**src/rtl/rau_pkg.sv**
```systemverilog
`default_nettype none

package rau_pkg;

   // Operand and datapath widths
   localparam int OPERAND_WIDTH   = 16;
   localparam int PRODUCT_WIDTH   = 2 * OPERAND_WIDTH;
   localparam int RESULT_WIDTH    = 34;
   localparam int DIV_COUNT_WIDTH = $clog2(RESULT_WIDTH + 1);
   localparam int COMMAND_WIDTH   = 3;

   typedef enum logic [COMMAND_WIDTH-1:0] {
      CMD_ADD = 3'd0,
      CMD_SUB = 3'd1,
      CMD_MUL = 3'd2,
      CMD_DIV = 3'd3,
      CMD_EQ  = 3'd4,
      CMD_GT  = 3'd5,
      CMD_LT  = 3'd6
   } cmd_type;

   // Which cross product the shared multiplier forms
   typedef enum logic [1:0] {
      MUL_LN_RD = 2'd0,
      MUL_LD_RN = 2'd1,
      MUL_LN_RN = 2'd2,
      MUL_LD_RD = 2'd3
   } mul_sel_type;

   // Which operand pair goes to the divider
   typedef enum logic [1:0] {
      DIV_GCD = 2'd0,
      DIV_NUM = 2'd1,
      DIV_DEN = 2'd2
   } div_sel_type;

   typedef enum logic [3:0] {
      ST_IDLE,
      ST_MUL,
      ST_FORM,
      ST_CHECK,
      ST_GCD_TEST,
      ST_GCD_WAIT,
      ST_QNUM_WAIT,
      ST_QDEN_WAIT,
      ST_FINISH
   } state_type;

   typedef struct packed {
      logic        capture;
      logic        mul_load;
      mul_sel_type mul_sel;
      logic        form;
      logic        div_start;
      div_sel_type div_sel;
      logic        gcd_step;
      logic        load_num;
      logic        load_den;
      logic        result_load;
   } ctrl_cmd_type;

   typedef struct packed {
      logic no_reduce;   // compare, multiply or unused command
      logic den_zero;
      logic d_zero;      // Euclid loop finished
      logic div_done;
      logic out_free;
   } dp_status_type;

endpackage

`default_nettype wire

```
**src/rtl/rational_arithmetic_unit.sv**
```systemverilog
// Rational arithmetic unit: add, subtract, multiply, divide and compare two
// signed fractions left_num/left_den and right_num/right_den.
// Request channel (req_*): one beat carries a command and four 16-bit
// two's complement operands; a beat moves when req_valid is high and
// req_stall low. Response channel (rsp_*): one beat per request carries the
// 34-bit numerator and denominator, compare_true and error.
// Add, subtract and divide results are reduced by a signed Euclid GCD with
// truncated remainder, so the denominator sign follows that rule; multiply
// is not reduced. A zero result denominator gives error with zero fields.
// Steps: the shared 16x16 multiplier forms the four cross products in turn,
// then the fraction is formed and checked; reducing commands then run one
// divider pass per Euclid step, a last test and the two divisions by the
// GCD, all on one 34-bit restoring divider at one quotient bit a cycle.
// One request is in flight at a time; req_stall is high from acceptance
// until the result is written to the response register. A finished result
// waits in the FINISH state while the response register is still held by a
// stalled receiver. Synchronous reset clears the controller and rsp_valid.
`default_nettype none

module rational_arithmetic_unit (
   input  wire logic                                      clock,
   input  wire logic                                      reset,
   input  wire logic                                      req_valid,
   output logic                                           req_stall,
   input  wire logic [rau_pkg::COMMAND_WIDTH-1:0]         req_command,
   input  wire logic signed [rau_pkg::OPERAND_WIDTH-1:0]  req_left_num,
   input  wire logic signed [rau_pkg::OPERAND_WIDTH-1:0]  req_left_den,
   input  wire logic signed [rau_pkg::OPERAND_WIDTH-1:0]  req_right_num,
   input  wire logic signed [rau_pkg::OPERAND_WIDTH-1:0]  req_right_den,
   output logic                                           rsp_valid,
   input  wire logic                                      rsp_stall,
   output logic signed [rau_pkg::RESULT_WIDTH-1:0]        rsp_result_num,
   output logic signed [rau_pkg::RESULT_WIDTH-1:0]        rsp_result_den,
   output logic                                           rsp_compare_true,
   output logic                                           rsp_error
);

   // Controller sequences the multiplier, Euclid loop and result write
   rau_pkg::ctrl_cmd_type  ctrl;
   rau_pkg::dp_status_type status;

   rau_controller u_controller (
      .clock     (clock),
      .reset     (reset),
      .req_valid (req_valid),
      .req_stall (req_stall),
      .status    (status),
      .ctrl      (ctrl)
   );

   // Datapath holds operands, products, the GCD pair, the divider and
   // the response register
   rau_datapath u_datapath (
      .clock            (clock),
      .reset            (reset),
      .req_command      (req_command),
      .req_left_num     (req_left_num),
      .req_left_den     (req_left_den),
      .req_right_num    (req_right_num),
      .req_right_den    (req_right_den),
      .rsp_valid        (rsp_valid),
      .rsp_stall        (rsp_stall),
      .rsp_result_num   (rsp_result_num),
      .rsp_result_den   (rsp_result_den),
      .rsp_compare_true (rsp_compare_true),
      .rsp_error        (rsp_error),
      .ctrl             (ctrl),
      .status           (status)
   );

endmodule

`default_nettype wire

```
**src/rtl/rau_divider.sv**
```systemverilog
`default_nettype none

// Signed truncated division, restoring, one quotient bit per cycle.
module rau_divider (
   input  wire logic                                    clock,
   input  wire logic                                    reset,
   input  wire logic                                    start,
   input  wire logic signed [rau_pkg::RESULT_WIDTH-1:0] dividend,
   input  wire logic signed [rau_pkg::RESULT_WIDTH-1:0] divisor,
   output logic                                         done,
   output logic signed [rau_pkg::RESULT_WIDTH-1:0]      quotient,
   output logic signed [rau_pkg::RESULT_WIDTH-1:0]      remainder
);

   localparam int W = rau_pkg::RESULT_WIDTH;

   logic                                  busy_ff, busy_in;
   logic                                  done_ff, done_in;
   logic [rau_pkg::DIV_COUNT_WIDTH-1:0]   cnt_ff, cnt_in;
   logic [W-1:0]                          quot_ff, quot_in;
   logic [W-1:0]                          rem_ff, rem_in;
   logic [W-1:0]                          dvs_ff, dvs_in;
   logic                                  neg_q_ff, neg_q_in;
   logic                                  neg_r_ff, neg_r_in;

   logic [W:0]   shifted;
   logic [W:0]   diff;
   logic         fits;
   logic [W-1:0] mag_a;
   logic [W-1:0] mag_b;

   always_comb begin
      mag_a   = dividend[W-1] ? W'(-dividend) : W'(dividend);
      mag_b   = divisor[W-1]  ? W'(-divisor)  : W'(divisor);
      shifted = {rem_ff, quot_ff[W-1]};
      fits    = shifted >= {1'b0, dvs_ff};
      diff    = shifted - {1'b0, dvs_ff};

      busy_in  = busy_ff;
      done_in  = 1'b0;
      cnt_in   = cnt_ff;
      quot_in  = quot_ff;
      rem_in   = rem_ff;
      dvs_in   = dvs_ff;
      neg_q_in = neg_q_ff;
      neg_r_in = neg_r_ff;

      if (start) begin
         busy_in  = 1'b1;
         cnt_in   = rau_pkg::DIV_COUNT_WIDTH'(W);
         quot_in  = mag_a;
         rem_in   = '0;
         dvs_in   = mag_b;
         neg_q_in = dividend[W-1] ^ divisor[W-1];
         neg_r_in = dividend[W-1];
      end else if (busy_ff) begin
         quot_in = {quot_ff[W-2:0], fits};
         rem_in  = fits ? diff[W-1:0] : shifted[W-1:0];
         cnt_in  = cnt_ff - 1'b1;
         if (cnt_ff == rau_pkg::DIV_COUNT_WIDTH'(1)) begin
            busy_in = 1'b0;
            done_in = 1'b1;
         end
      end
   end

   always_ff @(posedge clock) begin
      if (reset) begin
         busy_ff <= 1'b0;
         done_ff <= 1'b0;
         cnt_ff  <= '0;
      end else begin
         busy_ff <= busy_in;
         done_ff <= done_in;
         cnt_ff  <= cnt_in;
      end
      quot_ff  <= quot_in;
      rem_ff   <= rem_in;
      dvs_ff   <= dvs_in;
      neg_q_ff <= neg_q_in;
      neg_r_ff <= neg_r_in;
   end

   assign done      = done_ff;
   assign quotient  = neg_q_ff ? $signed(-quot_ff) : $signed(quot_ff);
   assign remainder = neg_r_ff ? $signed(-rem_ff)  : $signed(rem_ff);

endmodule

`default_nettype wire

```
**src/rtl/rau_datapath.sv**
```systemverilog
`default_nettype none

module rau_datapath (
   input  wire logic                                      clock,
   input  wire logic                                      reset,
   input  wire logic [rau_pkg::COMMAND_WIDTH-1:0]         req_command,
   input  wire logic signed [rau_pkg::OPERAND_WIDTH-1:0]  req_left_num,
   input  wire logic signed [rau_pkg::OPERAND_WIDTH-1:0]  req_left_den,
   input  wire logic signed [rau_pkg::OPERAND_WIDTH-1:0]  req_right_num,
   input  wire logic signed [rau_pkg::OPERAND_WIDTH-1:0]  req_right_den,
   output logic                                           rsp_valid,
   input  wire logic                                      rsp_stall,
   output logic signed [rau_pkg::RESULT_WIDTH-1:0]        rsp_result_num,
   output logic signed [rau_pkg::RESULT_WIDTH-1:0]        rsp_result_den,
   output logic                                           rsp_compare_true,
   output logic                                           rsp_error,
   input  wire rau_pkg::ctrl_cmd_type                     ctrl,
   output rau_pkg::dp_status_type                         status
);

   localparam int OW = rau_pkg::OPERAND_WIDTH;
   localparam int PW = rau_pkg::PRODUCT_WIDTH;
   localparam int RW = rau_pkg::RESULT_WIDTH;

   // Captured operands
   rau_pkg::cmd_type      cmd_ff, cmd_in;
   logic signed [OW-1:0]  ln_ff, ln_in, ld_ff, ld_in, rn_ff, rn_in, rd_ff, rd_in;

   // Cross products
   logic signed [PW-1:0]  p_ff, p_in, q_ff, q_in, nn_ff, nn_in, dd_ff, dd_in;

   // Unreduced / reduced fraction and Euclid pair
   logic signed [RW-1:0]  num_ff, num_in, den_ff, den_in, a_ff, a_in, d_ff, d_in;

   // Result beat
   logic                  rsp_valid_ff, rsp_valid_in;
   logic signed [RW-1:0]  rsp_num_ff, rsp_num_in, rsp_den_ff, rsp_den_in;
   logic                  rsp_cmp_ff, rsp_cmp_in, rsp_err_ff, rsp_err_in;

   logic signed [OW-1:0]  mul_a, mul_b;
   logic signed [PW-1:0]  mul_p;
   logic signed [RW-1:0]  form_num, form_den;
   logic                  no_reduce;
   logic                  cmp_hold;

   logic signed [RW-1:0]  div_dividend, div_divisor, div_quot, div_rem;
   logic                  div_done;

   rau_divider u_divider (
      .clock     (clock),
      .reset     (reset),
      .start     (ctrl.div_start),
      .dividend  (div_dividend),
      .divisor   (div_divisor),
      .done      (div_done),
      .quotient  (div_quot),
      .remainder (div_rem)
   );

   // Shared multiplier operand select
   always_comb begin
      case (ctrl.mul_sel)
         rau_pkg::MUL_LN_RD: begin mul_a = ln_ff; mul_b = rd_ff; end
         rau_pkg::MUL_LD_RN: begin mul_a = ld_ff; mul_b = rn_ff; end
         rau_pkg::MUL_LN_RN: begin mul_a = ln_ff; mul_b = rn_ff; end
         rau_pkg::MUL_LD_RD: begin mul_a = ld_ff; mul_b = rd_ff; end
         default:            begin mul_a = ln_ff; mul_b = rd_ff; end
      endcase
      mul_p = mul_a * mul_b;
   end

   // Divider operand select
   always_comb begin
      case (ctrl.div_sel)
         rau_pkg::DIV_GCD: begin div_dividend = a_ff;   div_divisor = d_ff; end
         rau_pkg::DIV_NUM: begin div_dividend = num_ff; div_divisor = a_ff; end
         rau_pkg::DIV_DEN: begin div_dividend = den_ff; div_divisor = a_ff; end
         default:          begin div_dividend = a_ff;   div_divisor = d_ff; end
      endcase
   end

   // Fraction before reduction
   always_comb begin
      form_num = '0;
      form_den = '0;
      case (cmd_ff)
         rau_pkg::CMD_ADD, rau_pkg::CMD_SUB: begin
            if (ld_ff == rd_ff) begin
               form_den = RW'(ld_ff);
               form_num = (cmd_ff == rau_pkg::CMD_ADD) ? RW'(ln_ff) + RW'(rn_ff)
                                                       : RW'(ln_ff) - RW'(rn_ff);
            end else begin
               form_den = RW'(dd_ff);
               form_num = (cmd_ff == rau_pkg::CMD_ADD) ? RW'(p_ff) + RW'(q_ff)
                                                       : RW'(p_ff) - RW'(q_ff);
            end
         end
         rau_pkg::CMD_MUL: begin
            form_num = RW'(nn_ff);
            form_den = RW'(dd_ff);
         end
         rau_pkg::CMD_DIV: begin
            form_num = RW'(p_ff);
            form_den = RW'(q_ff);
         end
         default: begin
            form_num = '0;
            form_den = '0;
         end
      endcase
   end

   always_comb begin
      case (cmd_ff)
         rau_pkg::CMD_ADD, rau_pkg::CMD_SUB, rau_pkg::CMD_DIV: no_reduce = 1'b0;
         default:                                              no_reduce = 1'b1;
      endcase
      case (cmd_ff)
         rau_pkg::CMD_EQ: cmp_hold = (p_ff == q_ff);
         rau_pkg::CMD_GT: cmp_hold = (p_ff > q_ff);
         rau_pkg::CMD_LT: cmp_hold = (p_ff < q_ff);
         default:         cmp_hold = 1'b0;
      endcase
   end

   always_comb begin
      cmd_in = cmd_ff;
      ln_in  = ln_ff;
      ld_in  = ld_ff;
      rn_in  = rn_ff;
      rd_in  = rd_ff;
      p_in   = p_ff;
      q_in   = q_ff;
      nn_in  = nn_ff;
      dd_in  = dd_ff;
      num_in = num_ff;
      den_in = den_ff;
      a_in   = a_ff;
      d_in   = d_ff;

      if (ctrl.capture) begin
         cmd_in = rau_pkg::cmd_type'(req_command);
         ln_in  = req_left_num;
         ld_in  = req_left_den;
         rn_in  = req_right_num;
         rd_in  = req_right_den;
      end
      if (ctrl.mul_load) begin
         case (ctrl.mul_sel)
            rau_pkg::MUL_LN_RD: p_in  = mul_p;
            rau_pkg::MUL_LD_RN: q_in  = mul_p;
            rau_pkg::MUL_LN_RN: nn_in = mul_p;
            rau_pkg::MUL_LD_RD: dd_in = mul_p;
            default:            p_in  = mul_p;
         endcase
      end
      if (ctrl.form) begin
         num_in = form_num;
         den_in = form_den;
         a_in   = form_num;
         d_in   = form_den;
      end
      if (ctrl.gcd_step) begin
         a_in = d_ff;
         d_in = div_rem;
      end
      if (ctrl.load_num) begin
         num_in = div_quot;
      end
      if (ctrl.load_den) begin
         den_in = div_quot;
      end
   end

   // Result beat; the denominator is zero on an error, a compare or an unused command
   always_comb begin
      rsp_valid_in = rsp_valid_ff;
      rsp_num_in   = rsp_num_ff;
      rsp_den_in   = rsp_den_ff;
      rsp_cmp_in   = rsp_cmp_ff;
      rsp_err_in   = rsp_err_ff;
      if (rsp_valid_ff && !rsp_stall) begin
         rsp_valid_in = 1'b0;
      end
      if (ctrl.result_load) begin
         rsp_valid_in = 1'b1;
         rsp_num_in   = '0;
         rsp_den_in   = '0;
         rsp_cmp_in   = 1'b0;
         rsp_err_in   = 1'b0;
         case (cmd_ff)
            rau_pkg::CMD_EQ, rau_pkg::CMD_GT, rau_pkg::CMD_LT: begin
               rsp_cmp_in = cmp_hold;
            end
            rau_pkg::CMD_ADD, rau_pkg::CMD_SUB, rau_pkg::CMD_MUL, rau_pkg::CMD_DIV: begin
               if (den_ff == '0) begin
                  rsp_err_in = 1'b1;
               end else begin
                  rsp_num_in = num_ff;
                  rsp_den_in = den_ff;
               end
            end
            default: begin
               rsp_cmp_in = 1'b0;
            end
         endcase
      end
   end

   always_ff @(posedge clock) begin
      if (reset) begin
         rsp_valid_ff <= 1'b0;
      end else begin
         rsp_valid_ff <= rsp_valid_in;
      end
      cmd_ff     <= cmd_in;
      ln_ff      <= ln_in;
      ld_ff      <= ld_in;
      rn_ff      <= rn_in;
      rd_ff      <= rd_in;
      p_ff       <= p_in;
      q_ff       <= q_in;
      nn_ff      <= nn_in;
      dd_ff      <= dd_in;
      num_ff     <= num_in;
      den_ff     <= den_in;
      a_ff       <= a_in;
      d_ff       <= d_in;
      rsp_num_ff <= rsp_num_in;
      rsp_den_ff <= rsp_den_in;
      rsp_cmp_ff <= rsp_cmp_in;
      rsp_err_ff <= rsp_err_in;
   end

   always_comb begin
      status.no_reduce = no_reduce;
      status.den_zero  = (den_ff == '0);
      status.d_zero    = (d_ff == '0);
      status.div_done  = div_done;
      status.out_free  = !rsp_valid_ff || !rsp_stall;
   end

   assign rsp_valid        = rsp_valid_ff;
   assign rsp_result_num   = rsp_num_ff;
   assign rsp_result_den   = rsp_den_ff;
   assign rsp_compare_true = rsp_cmp_ff;
   assign rsp_error        = rsp_err_ff;

endmodule

`default_nettype wire

```
**src/rtl/rau_controller.sv**
```systemverilog
`default_nettype none

module rau_controller (
   input  wire logic                   clock,
   input  wire logic                   reset,
   input  wire logic                   req_valid,
   output logic                        req_stall,
   input  wire rau_pkg::dp_status_type status,
   output rau_pkg::ctrl_cmd_type       ctrl
);

   rau_pkg::state_type state_ff, state_in;
   logic [1:0]         mul_idx_ff, mul_idx_in;

   always_ff @(posedge clock) begin
      if (reset) begin
         state_ff   <= rau_pkg::ST_IDLE;
         mul_idx_ff <= '0;
      end else begin
         state_ff   <= state_in;
         mul_idx_ff <= mul_idx_in;
      end
   end

   always_comb begin
      state_in   = state_ff;
      mul_idx_in = mul_idx_ff;
      req_stall  = 1'b1;
      ctrl       = '0;
      ctrl.mul_sel = rau_pkg::mul_sel_type'(mul_idx_ff);
      ctrl.div_sel = rau_pkg::DIV_GCD;

      case (state_ff)
         rau_pkg::ST_IDLE: begin
            req_stall = 1'b0;
            if (req_valid) begin
               ctrl.capture = 1'b1;
               mul_idx_in   = '0;
               state_in     = rau_pkg::ST_MUL;
            end
         end
         rau_pkg::ST_MUL: begin
            ctrl.mul_load = 1'b1;
            mul_idx_in    = mul_idx_ff + 1'b1;
            if (mul_idx_ff == 2'(rau_pkg::MUL_LD_RD)) begin
               state_in = rau_pkg::ST_FORM;
            end
         end
         rau_pkg::ST_FORM: begin
            ctrl.form = 1'b1;
            state_in  = rau_pkg::ST_CHECK;
         end
         rau_pkg::ST_CHECK: begin
            if (status.no_reduce || status.den_zero) begin
               state_in = rau_pkg::ST_FINISH;
            end else begin
               state_in = rau_pkg::ST_GCD_TEST;
            end
         end
         rau_pkg::ST_GCD_TEST: begin
            ctrl.div_start = 1'b1;
            if (status.d_zero) begin
               ctrl.div_sel = rau_pkg::DIV_NUM;
               state_in     = rau_pkg::ST_QNUM_WAIT;
            end else begin
               ctrl.div_sel = rau_pkg::DIV_GCD;
               state_in     = rau_pkg::ST_GCD_WAIT;
            end
         end
         rau_pkg::ST_GCD_WAIT: begin
            if (status.div_done) begin
               ctrl.gcd_step = 1'b1;
               state_in      = rau_pkg::ST_GCD_TEST;
            end
         end
         rau_pkg::ST_QNUM_WAIT: begin
            if (status.div_done) begin
               ctrl.load_num  = 1'b1;
               ctrl.div_start = 1'b1;
               ctrl.div_sel   = rau_pkg::DIV_DEN;
               state_in       = rau_pkg::ST_QDEN_WAIT;
            end
         end
         rau_pkg::ST_QDEN_WAIT: begin
            if (status.div_done) begin
               ctrl.load_den = 1'b1;
               state_in      = rau_pkg::ST_FINISH;
            end
         end
         rau_pkg::ST_FINISH: begin
            if (status.out_free) begin
               ctrl.result_load = 1'b1;
               state_in         = rau_pkg::ST_IDLE;
            end
         end
         default: begin
            state_in = rau_pkg::ST_IDLE;
         end
      endcase
   end

endmodule

`default_nettype wire

```
**config.mk**
```make
export PLATFORM = sky130hd
export DESIGN_NAME = rational_arithmetic_unit
export DESIGN_NICKNAME = d
export VERILOG_FILES = /design/src/rtl/rau_pkg.sv /design/src/rtl/rational_arithmetic_unit.sv /design/src/rtl/rau_divider.sv /design/src/rtl/rau_datapath.sv /design/src/rtl/rau_controller.sv
export SDC_FILE = /design/constraint.sdc
export NUM_CORES = 2
export LEC_CHECK = 0
export ABC_AREA = 1
export BUFFER_PORTS_ARGS = -buffer_cell sky130_fd_sc_hd__buf_4
export CAP_MARGIN = 5
export CORE_MARGIN = 2
export CORE_UTILIZATION = 49
export DETAILED_ROUTE_END_ITERATION = 10
export PLACE_DENSITY_LB_ADDON = 0.08
export SETUP_SLACK_MARGIN = 0.02
export SYNTH_ARGS = -nofsm -noshare
export SYNTH_HDL_FRONTEND = slang
export SYNTH_SLANG_ARGS = --single-unit
```
**constraint.sdc**
```tcl
create_clock -name clock -period 16.95 [get_ports clock]
set_input_delay 0 -clock clock [delete_from_list [all_inputs] [get_ports clock]]
set_output_delay 0 -clock clock [all_outputs]
set_load 0.02 [all_outputs]
```
==> results.toml <==
[run_status]
result_of_the_run = "completed"

[route]
detail_route.first_pass.iterations = 6
drc = 0
via_cell_ratio = 5.51
num_vias = 38400
wirelength_microns = 155000
drt-wirelength-per-cell_microns = 22.3
drt.antenna.violating_nets = 0
drtIter0Drc = 3713

[floorplan]
floorplan.die.height_microns = 303
design.core.area_sq_um = 88500
floorplan.io_pins = 143
floorplan.initialDensity_pct = 49.5
placementRows = 109
die_x_microns = 303
die_area_sq_um = 91900

[clock_tree]
clock_tree.htree_level_count = 2
clkTransAtPathRegs_ns = 0.07
cts-buffers-inserted = 58
worst_skew_pair.late_latency_ns = 0.70
cts_resized = 0
cts.sink_count = 520
tritoncts = "yes"
cts_root_buffer = "sky130_fd_sc_hd__clkbuf_16"
clk_path_buf_depth = 3

[grt]
globalRouteTotalUtil_pct = 33.7
grt-ovfl-total = 0
grt_first_pass_wirelength_microns = 230000
grt_start_max_net_pins = 92
first_global_vias = 37500
initial_antenna_violation_count = 0

[setup_path]
timing.critical_path.fanout_max = 33
cp-start-kind = "flip-flop"
cp.required_ns = 17.38
worstSetupEndpointType = "flip-flop"
critical_path_arrival_ns = 8.92
worst-r2r-cell-count = 25
critPathKind = "flip-flop to flip-flop"

[timing]
grt_setup_unrepaired = "no"
setup_tns_ns = 0
report.final.slew_viol_count = 0
timing.final.setup_violations = 0
maxClockFrequency_ghz = 0.118
worst_pin_slew_ns = 1.40
timing_hold_violations_final = 0
layout_min_cycle_time_ns = 8.49
worst_skew_ns = 0.0423
postLayoutSetupSlackWorst_ns = 8.46
relSlewSlack_pct = 5.60
finalCritPeriodShare_pct = 50.1

[placed_design]
preCtsSetupSlack_ns = 8.40
placed_cell_area_sq_um = 46100
io_buffer_count = 142
weighted_congestion_reported_at_the_end_of_routability_driven_placement = 1.02
dp_hpwl_microns = 123000

[synth]
yosysWarningCount = 0
synth.cell_area_sq_um = 43800
synth.lib_cells_used.distinct = 57
dominantRegCellSynth = "sky130_fd_sc_hd__edfxtp_1"
netlist_instances = 5585
syn_area_per_cell_sq_um = 7.85
synth-edff-count = 471
yosysSeqAreaShare_pct = 34.5
yosys_register_bits = 520
syn_nets = 6132
ffs_w_async_s_r_synth_pct = 0

[cells_and_area]
area_delta_synth_final_pct = 11.4
post_route_cells_drive_above_1_share_pct = 6.96
nNetsFinal = 6300
post-route-cell-area_sq_um = 48800

[run]
cap_viol_max_count = 0

[hold_path]
hold-path-cell-count = 2
worst_min_delay_path_class = "input pin to flip-flop"
[final cells by class]
type                    count  area (sq um)
fillers                  8458         39700
flip-flops and latches    520         15100
diodes                      1          2.50
clock inverters            33           404
multi-input cells        3919         24400
well taps                1165          1460
inverters                 988          3710
repair buffers            266          2170
clock buffers              76          1600
[Yosys cell counts (66+ instances only)]
| master | n | area share [%] |
|---|---|---|
| sky130_fd_sc_hd__nand2_1 | 1405 | 12 |
| sky130_fd_sc_hd__inv_1 | 960 | 8.2 |
| sky130_fd_sc_hd__nor2_1 | 594 | 5.1 |
| sky130_fd_sc_hd__edfxtp_1 | 471 | 32 |
| sky130_fd_sc_hd__o21ai_0 | 313 | 3.6 |
| sky130_fd_sc_hd__fa_1 | 266 | 12 |
| sky130_fd_sc_hd__ha_1 | 210 | 6.0 |
| sky130_fd_sc_hd__nand3_1 | 210 | 2.4 |
| sky130_fd_sc_hd__a21oi_1 | 203 | 2.3 |
| sky130_fd_sc_hd__xor2_1 | 127 | 2.5 |
| sky130_fd_sc_hd__clkbuf_1 | 103 | 0.88 |
| sky130_fd_sc_hd__xnor2_1 | 69 | 1.4 |
| sky130_fd_sc_hd__o21ai_1 | 66 | 0.75 |
[worst paths after layout]
check | from | end | slack (ns)
worst max-delay path | u_controller.mul_idx_ff[0]$_SDFFE_PP0P_ | u_datapath.dd_ff[29]$_DFFE_PP_ | 8.46
worst min-delay path | req_command[2] | u_datapath.cmd_ff[2]$_DFFE_PP_ | 0.03
worst max register to register | u_controller.mul_idx_ff[0]$_SDFFE_PP0P_ | u_datapath.dd_ff[29]$_DFFE_PP_ | 8.46
worst min register to register | u_datapath.u_divider.cnt_ff[0]$_SDFFE_PP0P_ | u_datapath.u_divider.cnt_ff[0]$_SDFFE_PP0P_ | 0.49
[through the flow]
stage / hold slack (ns) / cells / utilization (%)
6_report: 0.0278 / 6968 / 55.2
5_1_grt: 0.0482 / 6967 / 55.2
4_1_cts: 0.00796 / 6967 / 55.2
3_5_place_dp: 0.179 / 6789 / 52.1
3_3_place_gp: 0.178 / 6789 / 52.1
2_1_floorplan: 0.0989 / 5585 / -
[sequential cells by signal, summed over array words and instances (netlist names), 2 cells and up]
register and count:
u_datapath.u_divider.dvs_ff 34, u_datapath.cmd_ff 3, u_datapath.ld_ff 16, u_datapath.den_ff 34, u_datapath.nn_ff 32, u_datapath.ln_ff 16
u_datapath.rd_ff 16, u_controller.mul_idx_ff 2, u_datapath.num_ff 34, u_datapath.q_ff 32, u_datapath.dd_ff 32, u_datapath.u_divider.cnt_ff 6
u_datapath.rn_ff 16, u_datapath.u_divider.rem_ff 34, u_datapath.u_divider.quot_ff 34, u_datapath.a_ff 34, u_datapath.d_ff 34, u_datapath.rsp_result_den 34
u_controller.state_ff 4, u_datapath.p_ff 32, u_datapath.rsp_result_num 34
[layer usage]
layer	wire [microns]	vias to the layer above	track usage, %
met2	74800	1536	57.7
met3	9200	376	3.81
li1	-	18200	-
met4	10200	0	19.0
met5	0	-	0
met1	61200	18300	41.6
[cell usage in the layout (no fill, tap or decap), types with 32 or more instances in the layout]
master,n
sky130_fd_sc_hd__nand2_1,1404
sky130_fd_sc_hd__a21oi_1,202
sky130_fd_sc_hd__nor2_1,582
sky130_fd_sc_hd__dfxtp_1,49
sky130_fd_sc_hd__inv_1,959
sky130_fd_sc_hd__xnor2_1,69
sky130_fd_sc_hd__a22oi_1,64
sky130_fd_sc_hd__buf_4,197
sky130_fd_sc_hd__nand4_1,53
sky130_fd_sc_hd__edfxtp_1,471
sky130_fd_sc_hd__nor3_1,52
sky130_fd_sc_hd__o21ai_1,68
sky130_fd_sc_hd__nand3_1,210
sky130_fd_sc_hd__fa_1,266
sky130_fd_sc_hd__xor2_1,127
sky130_fd_sc_hd__o211ai_1,32
sky130_fd_sc_hd__o21ai_0,310
sky130_fd_sc_hd__ha_1,209
sky130_fd_sc_hd__dlygate4sd3_1,69
sky130_fd_sc_hd__clkbuf_16,59
[critical path, stage by stage (launching register included)]
cell and delay [ns]:
sky130_fd_sc_hd__dfxtp_1 0.35, sky130_fd_sc_hd__inv_1 0.10, sky130_fd_sc_hd__ha_1 0.65, sky130_fd_sc_hd__o21ai_1 0.82, sky130_fd_sc_hd__inv_1 0.39, sky130_fd_sc_hd__nor2_1 0.22
sky130_fd_sc_hd__fa_1 0.48, sky130_fd_sc_hd__fa_1 0.91, sky130_fd_sc_hd__fa_1 0.53, sky130_fd_sc_hd__fa_1 0.51, sky130_fd_sc_hd__fa_1 0.56, sky130_fd_sc_hd__inv_1 0.06
sky130_fd_sc_hd__fa_1 0.55, sky130_fd_sc_hd__inv_1 0.05, sky130_fd_sc_hd__ha_1 0.43, sky130_fd_sc_hd__nand2_1 0.14, sky130_fd_sc_hd__nor2_1 0.14, sky130_fd_sc_hd__inv_1 0.06
sky130_fd_sc_hd__nor3_1 0.19, sky130_fd_sc_hd__nand2_1 0.08, sky130_fd_sc_hd__o211ai_1 0.34, sky130_fd_sc_hd__nand2_1 0.09, sky130_fd_sc_hd__nand2_1 0.11, sky130_fd_sc_hd__nand2_1 0.06
sky130_fd_sc_hd__nand2_1 0.07, sky130_fd_sc_hd__xor2_1 0.35
[cells by family after synthesis]
group	after synthesis	share of synthesized area, %
AO/OA/AOI/OAI	798	10.4
XOR/XNOR	196	3.92
AND/OR/NAND/NOR	2445	22.9
buffers and inverters	1146	10.1
adder cells (fa/ha/maj)	476	18.1
multiplexers	4	0.0913
flip-flops	520	34.5
[timing repair]
item                      CTS  global route
hold endpoints to repair   83             0
setup buffers               0             0
hold buffers               69             0
Power is left out: the tool's default activity adds up to more than one toggle a clock period on the data nets, which glitch-free logic cannot reach.
